==> config.mk <==
export PLATFORM = sky130hd
export DESIGN_NAME = dkbf_ctrl
export DESIGN_NICKNAME = d
export VERILOG_FILES = /design/src/rtl/dkbf_pkg.sv /design/src/rtl/dkbf_ctrl.sv
export SDC_FILE = /design/constraint.sdc
export NUM_CORES = 1
export LEC_CHECK = 0
export BUFFER_PORTS_ARGS = -buffer_cell sky130_fd_sc_hd__buf_2
export CAP_MARGIN = 20
export CORE_AREA = 2 2 39 41
export CTS_BUF_LIST = sky130_fd_sc_hd__clkbuf_2 sky130_fd_sc_hd__clkbuf_4 sky130_fd_sc_hd__clkbuf_8
export DETAILED_ROUTE_END_ITERATION = 10
export DIE_AREA = 0 0 41 43
export MAX_ROUTING_LAYER = met4
export PLACE_DENSITY = 0.36
export SLEW_MARGIN = 10
export SYNTH_ARGS = -nofsm -noshare
export SYNTH_HDL_FRONTEND = slang
export SYNTH_SLANG_ARGS = --single-unit
==> constraint.sdc <==
create_clock -name i_clk -period 2.3 [get_ports i_clk]
set_input_delay 0.575 -clock i_clk [delete_from_list [all_inputs] [get_ports i_clk]]
set_output_delay 0.575 -clock i_clk [all_outputs]
set_load 0.03 [all_outputs]
==> src/rtl/dkbf_pkg.sv <==
// shared constants, codes and control structs for the dual-key best-fit take table
`timescale 1ns / 1ps
package dkbf_pkg;
    localparam int TABLE_ENTRIES = 64;
    localparam int ID_BITS       = 20;
    localparam int IDX_W         = $clog2(TABLE_ENTRIES);
    localparam int KEY_W         = 32;
    localparam int OUT_ID_W      = 20;
    localparam int STATUS_W      = 3;
    localparam int FUNC_W        = 2;
    localparam int ROW_W         = 2 * KEY_W + ID_BITS;

    localparam logic [FUNC_W-1:0] F_INSERT     = 2'd0;
    localparam logic [FUNC_W-1:0] F_TAKE_WEIGHT = 2'd1;
    localparam logic [FUNC_W-1:0] F_TAKE_VOLUME = 2'd2;

    localparam logic [STATUS_W-1:0] ST_TAKEN    = 3'd0;
    localparam logic [STATUS_W-1:0] ST_NONE     = 3'd1;
    localparam logic [STATUS_W-1:0] ST_INSERTED = 3'd2;
    localparam logic [STATUS_W-1:0] ST_FULL     = 3'd3;
    localparam logic [STATUS_W-1:0] ST_IDS_OUT  = 3'd4;

    typedef struct packed {
        logic load;
        logic scan;
        logic commit;
    } t_cmd;

    typedef struct packed {
        logic skip;
        logic last;
        logic out_busy;
    } t_status;
endpackage

==> src/rtl/dkbf_ctrl.sv <==
// controller state machine sequencing load, slot scan and commit
`timescale 1ns / 1ps
module dkbf_ctrl (
    input  logic             i_clk,
    input  logic             i_rst_n,
    input  logic             i_valid,
    output logic             o_stall,
    input  dkbf_pkg::t_status i_status,
    output dkbf_pkg::t_cmd    o_cmd
);
    import dkbf_pkg::*;

    typedef enum logic [1:0] {S_IDLE, S_SCAN, S_DRAIN, S_DONE} t_state;

    t_state r_state, n_state;
    logic   accept;

    assign o_stall = (r_state != S_IDLE);
    assign accept  = i_valid && (r_state == S_IDLE);

    always_comb begin
        o_cmd        = '0;
        o_cmd.load   = accept;
        o_cmd.scan   = (r_state == S_SCAN);
        o_cmd.commit = (r_state == S_DONE) && !i_status.out_busy;
        n_state      = r_state;
        case (r_state)
            S_IDLE: begin
                if (accept) n_state = i_status.skip ? S_DONE : S_SCAN;
            end
            S_SCAN: begin
                if (i_status.last) n_state = S_DRAIN;
            end
            S_DRAIN: n_state = S_DONE;
            S_DONE: begin
                if (!i_status.out_busy) n_state = S_IDLE;
            end
            default: n_state = S_IDLE;
        endcase
    end

    always_ff @(posedge i_clk) begin
        if (!i_rst_n) begin
            r_state <= S_IDLE;
        end else begin
            r_state <= n_state;
        end
    end
endmodule

==> results of run 1 <==
[report_power, final]
group / total, mW / leakage [nW] / switching [mW] / internal, mW
clock network: 0.0786 / 0.0138 / 0.0209 / 0.0577
logic: 0.245 / 0.119 / 0.148 / 0.0964
registers: 0.0682 / 0.0166 / 0.0171 / 0.0511
[final cells by class]
cell class	instances	area, um2
Fill cell	156	1090
Tap cell	16	20.0
Timing Repair Buffer	9	45.0
Sequential cell	2	40.0
Inverter	4	15.0
Clock buffer	3	22.5
Multi-Input combinational cell	16	153
[routing by layer]
| metal | wire length (um) | vias to the layer above |
|---|---|---|
| met2 | 172 | 9 |
| met4 | 0 | 0 |
| met3 | 46 | 0 |
| li1 | - | 94 |
| met5 | 0 | - |
| met1 | 188 | 73 |
[logic make-up after synthesis]
family | synth area share [%]
muxes | 14.5
AOI/OAI and AO/OA | 14.5
DFF | 18.6
adders and majority gates | 29.1
buffers and inverters | 10.5
and+or+nand+nor | 12.8
[stage by stage]
stage	area [um2]	power, mW	utilization, %	instances	setup WS [ns]
6_report	295	0.391	21.3	50	0.478
5_1_grt	295	0.428	21.3	50	0.413
4_1_cts	295	0.402	21.3	50	0.469
3_5_place_dp	273	0.316	19.7	47	0.714
3_3_place_gp	273	0.313	19.7	47	0.711
2_1_floorplan	215	0.269	-	23	0.718
[placed cells by master, fill, tap and decap left out]
cell      synthesis  routed
clkbuf_4          0       3
and2_1            1       1
mux2i_1           2       2
buf_2             0       9
o21ai_0           1       1
nor2b_1           1       1
dfxtp_1           2       2
inv_1             3       3
o221ai_4          1       1
nand2_1           4       4
ha_1              5       5
mux2_1            1       1
inv_2             1       1
[final timing paths]
| kind | from | end | cells after the start |
|---|---|---|---|
| setup / recovery | r_state[0]$_SDFFE_PN0P_ | o_cmd[2] | 4 |
| hold / removal | r_state[1]$_SDFFE_PN0P_ | r_state[1]$_SDFFE_PN0P_ | 2 |
| setup reg to reg | r_state[0]$_SDFFE_PN0P_ | r_state[1]$_SDFFE_PN0P_ | 5 |
| hold reg to reg | r_state[1]$_SDFFE_PN0P_ | r_state[1]$_SDFFE_PN0P_ | 2 |
[worst min-delay path, cell delays in order (launching register included)]
cell and delay, ns:
dfxtp_1 0.33, nand2_1 0.07, mux2i_1 0.06
==> results.py, run 1 <==
metrics = {
    "layout": {
        "largest_reg_flops": 2,
        "nets": 47,
        "largest-register": "r_state",
        "drive_above_1_share_pct": 41.2,
        "antenna_cells": 0,
        "largestRegisters": "r_state x2",
        "area_growth_pct": 37.2,
    },
    "die": {
        "start_util_pct": 15.6,
        "coreArea_um2": 1380,
        "die_height_um": 43,
        "die_x_um": 41,
        "io_pins": 10,
        "dieArea_um2": 1760,
        "num_rows": 14,
    },
    "setup_path": {
        "worstSetupPathType": "reg2out",
        "path_buf_inv": 2,
        "cpPeakStageDelay_ns": 0.38,
        "cp_cell_sequence": "inv_1 -> ha_1 -> and2_1 -> buf_2",
        "rrSetupSlack_ns": 1.00,
        "crit_required_ns": 1.73,
        "cp-end-kind": "primary output",
        "crit_arrival_ns": 1.25,
        "cp_slowest_cell": "dfxtp_1",
        "cp_top_family": "flip-flops",
        "crit_path_max_fanout": 4,
        "cp-start-kind": "register",
    },
    "logic_synthesis": {
        "syn_avg_cell_area_um2": 9.36,
        "yosysMostFrequentCell": "ha_1",
        "synth_ff_type": "dfxtp_1",
        "synth-async-reset-ratio_pct": 0,
        "syn_area_um2": 215,
        "yosys-top-cells-area": "ha_1, dfxtp_1, o221ai_4",
        "synth_top_area_share_pct": 29.1,
        "ys_types": 12,
        "mappedNetlistNets": 34,
        "seq_area_frac_synth_pct": 18.6,
        "synth_common_cells": "ha_1, nand2_1, inv_1",
        "ys_warn_count": 0,
        "synth_edf_count": 0,
        "synth_seq_cells": 2,
        "syn_inst": 23,
        "yosysTopAreaCell": "ha_1",
    },
    "clocking": {
        "cts_tree": "built",
        "cts_buffers": 3,
        "clk_pin_slew_worst_paths_ns": 0.03,
        "cts.sinks": 2,
        "cts_resized": 0,
        "cts_buffer_depth": 2,
        "post_cts_buffers": 0,
        "clk_latency_ns": 0.22,
        "holdBufCountCts": 0,
        "root_buffer": "clkbuf_4",
        "cts.htree.levels": 1,
    },
    "global_routing": {
        "grt_pass1_wl_um": 641,
        "use_met2_pct": 8.13,
        "grtUsageMet3_pct": 1.57,
        "antenna_found_initial": 0,
        "first_global_vias": 191,
        "grt_overflow": 0,
        "grt.busiest_layer": "met2",
        "grt_max_degree": 5,
        "grt_use_met1_pct": 5.71,
        "grt.total_usage_pct": 5.74,
    },
    "drt": {
        "num_vias": 176,
        "vias_per_cell": 3.52,
        "wl_per_cell_um": 8.14,
        "drcViolationCount": 0,
        "routed_wl_um": 407,
        "dr.pass1.iters": 1,
        "drt_iter0_markers": 0,
        "ant_nets": 0,
    },
    "timing": {
        "hold_ws_ns": 0.506,
        "rsz0062_at_grt": "false",
        "max_freq_ghz": 0.549,
        "setup_viol": 0,
        "hold_viol": 0,
        "max-slew-margin-rel_pct": 86.4,
        "worst_pin_slew_ns": 0.205,
        "skew_ns": 0.000887,
        "fin_crit_ns": 1.82,
        "finalCritPeriodShare_pct": 79.2,
        "setup-tns-final_ns": 0,
        "slew_violations": 0,
    },
    "power_and_ir_drop": {
        "p_leak_nw": 0.150,
        "powerDensity_nw_per_um2": 1330,
        "ir_drop_mv": 0.407,
    },
    "placement": {
        "dp_hpwl_um": 322,
        "routabilityCongestion": 0.679,
        "io_buffers": 9,
    },
    "status": {
        "status": "finished clean",
    },
    "min_path": {
        "min-delay-path-class": "reg2reg",
    },
    "run": {
        "maxCapViolCount": 0,
    },
}
No activity file was read; power rests on OpenSTA's default activity.
==> run 2, diff against run 1 <==
- PLACE_DENSITY: 0.36 -> 0.37
- clock period: 2.3 -> 1.67 ns (I/O delays scaled with it)
==> run 2 against run 1 <==
Net effect: via count rose by 4.5%; clock power rose by 32%; die area did not move; sequential power rose by 46%; hold slack got worse by 0.019 ns; core utilization rose by 0.18 points; global-route usage fell by 0.091 points; sequential cell count did not move; register-to-register slack got worse by 0.59 ns; largest cell class unchanged.
==> results.py, run 2 (synthesized netlist as in run 1, its figures left out) <==
metrics = {
    "timing": {
        "worst_pin_slew_ns": 0.198,
        "max_freq_ghz": 0.622,
        "rsz0062_at_grt": "false",
        "max-slew-margin-rel_pct": 86.8,
        "finalCritPeriodShare_pct": 96.3,
        "hold_viol": 0,
        "skew_ns": 0.00150,
        "setup-tns-final_ns": 0,
        "setup_viol": 0,
        "fin_crit_ns": 1.61,
        "slew_violations": 0,
    },
    "drt": {
        "wl_per_cell_um": 8.30,
        "ant_nets": 0,
        "drt_iter0_markers": 2,
        "dr.pass1.iters": 2,
        "vias_per_cell": 3.68,
        "num_vias": 184,
        "routed_wl_um": 415,
        "drcViolationCount": 0,
    },
    "clocking": {
        "cts_buffer_depth": 2,
        "post_cts_buffers": 0,
        "clk_pin_slew_worst_paths_ns": 0.03,
        "holdBufCountCts": 0,
        "cts.sinks": 2,
        "cts.htree.levels": 1,
        "root_buffer": "clkbuf_4",
        "cts_tree": "built",
        "cts_buffers": 3,
        "clk_latency_ns": 0.22,
    },
    "placement": {
        "dp_hpwl_um": 335,
        "io_buffers": 9,
        "routabilityCongestion": 0.587,
    },
    "die": {
        "coreArea_um2": 1380,
        "io_pins": 10,
        "die_height_um": 43,
        "dieArea_um2": 1760,
        "start_util_pct": 15.6,
        "die_x_um": 41,
        "num_rows": 14,
    },
    "setup_path": {
        "cpPeakStageDelay_ns": 0.35,
        "r2r-end": "r_state[1]$_SDFFE_PN0P_",
        "worstSetupPathType": "reg2out",
        "path_depth": 4,
        "cp_cell_sequence": "inv_1 -> ha_1 -> and2_1 -> buf_2",
        "endpoint": "o_cmd[2]",
        "path_buf_inv": 2,
        "regToRegStartpoint": "r_state[0]$_SDFFE_PN0P_",
        "rr_worst_depth": 5,
        "crit_path_max_fanout": 4,
        "cp_slowest_cell": "dfxtp_2",
        "crit_required_ns": 1.25,
        "crit_path_start": "r_state[0]$_SDFFE_PN0P_",
        "cp-start-kind": "register",
        "crit_arrival_ns": 1.19,
        "cp-end-kind": "primary output",
        "cp_top_family": "flip-flops",
        "rrSetupSlack_ns": 0.41,
    },
    "global_routing": {
        "antenna_found_initial": 0,
        "grt.total_usage_pct": 5.65,
        "first_global_vias": 196,
        "grt_overflow": 0,
        "grt_pass1_wl_um": 607,
        "grt_max_degree": 5,
    },
    "layout": {
        "area_growth_pct": 38.4,
        "antenna_cells": 0,
        "most-common-layout-cells": "buf_2, ha_1, nand2_1",
        "largest-register": "r_state",
        "multiInputGateArea_um2": 153,
        "layout_commonest_cell": "buf_2",
        "fill_cells": 159,
        "nets": 47,
        "largest_reg_flops": 2,
        "drive_above_1_share_pct": 47.1,
        "largestRegisters": "r_state x2",
        "seq_area_um2": 42.5,
    },
    "status": {
        "status": "finished clean",
    },
    "run": {
        "maxCapViolCount": 0,
    },
    "power_and_ir_drop": {
        "p_leak_nw": 0.150,
        "ir_drop_mv": 0.580,
        "powerDensity_nw_per_um2": 1820,
        "total_power_mw": 0.541,
    },
    "min_path": {
        "min-delay-path-class": "in2reg",
    },
}
==> run 2: cell type report <==
cell class                 count  share of cell area [%]
multi-input combinational     16                    51.3
clock buffer                   3                    7.56
inverter                       4                    5.04
timing repair buffer           9                    15.1
sequential                     2                    14.3
tap                           16                    6.72
==> run 2: how the worst min path moves through the flow <==
stage | start | endpoint | slack [ns] | depth (start not counted)
after floorplan | r_state[1]$_SDFFE_PN0P_ | r_state[1]$_SDFFE_PN0P_ | 0.47 | 2
after global placement | r_state[1]$_SDFFE_PN0P_ | r_state[1]$_SDFFE_PN0P_ | 0.51 | 2
after detailed placement | r_state[0]$_SDFFE_PN0P_ | r_state[0]$_SDFFE_PN0P_ | 0.51 | 2
final | i_rst_n | r_state[1]$_SDFFE_PN0P_ | 0.49 | 3
after CTS | i_rst_n | r_state[1]$_SDFFE_PN0P_ | 0.48 | 3
after global routing | i_rst_n | r_state[0]$_SDFFE_PN0P_ | 0.49 | 3
==> run 2: metrics by stage <==
step | utilization [%] | std cells | hold WS, ns | worst slack (ns) | instance area [um2]
finish | 21.5 | 50 | 0.487 | 0.0620 | 298
global route | 21.5 | 50 | 0.488 | 0.00212 | 298
detailed placement | 19.7 | 47 | 0.514 | 0.235 | 273
floorplan | - | 23 | 0.471 | 0.280 | 215
global placement | 19.7 | 47 | 0.506 | 0.246 | 273
CTS | 21.4 | 50 | 0.479 | 0.00727 | 297
==> run 2: tightest hold or removal path: stages <==
cell and delay (ns):
buf_2 0.12, nand2_1 0.06, mux2i_1 0.06
==> run 2: repair_timing <==
action	CTS	global route
gates resized for setup	1	1
setup endpoints to repair	1	1
hold endpoints to repair	0	0
==> run 2: where the power goes <==
part | leakage (nW) | switching [mW] | internal (mW)
registers | 0.0172 | 0.0245 | 0.0754
clock network | 0.0138 | 0.0252 | 0.0791
logic | 0.119 | 0.204 | 0.133
==> run 2: per-layer routing <==
layer  part of all wire (%)  GRT usage, %  vias up
met1                     44          4.79       83
met5                      0             -        -
li1                       -             -       94
met4                      0          6.00        0
met3                    8.9          3.14        0
met2                     47          7.81        7
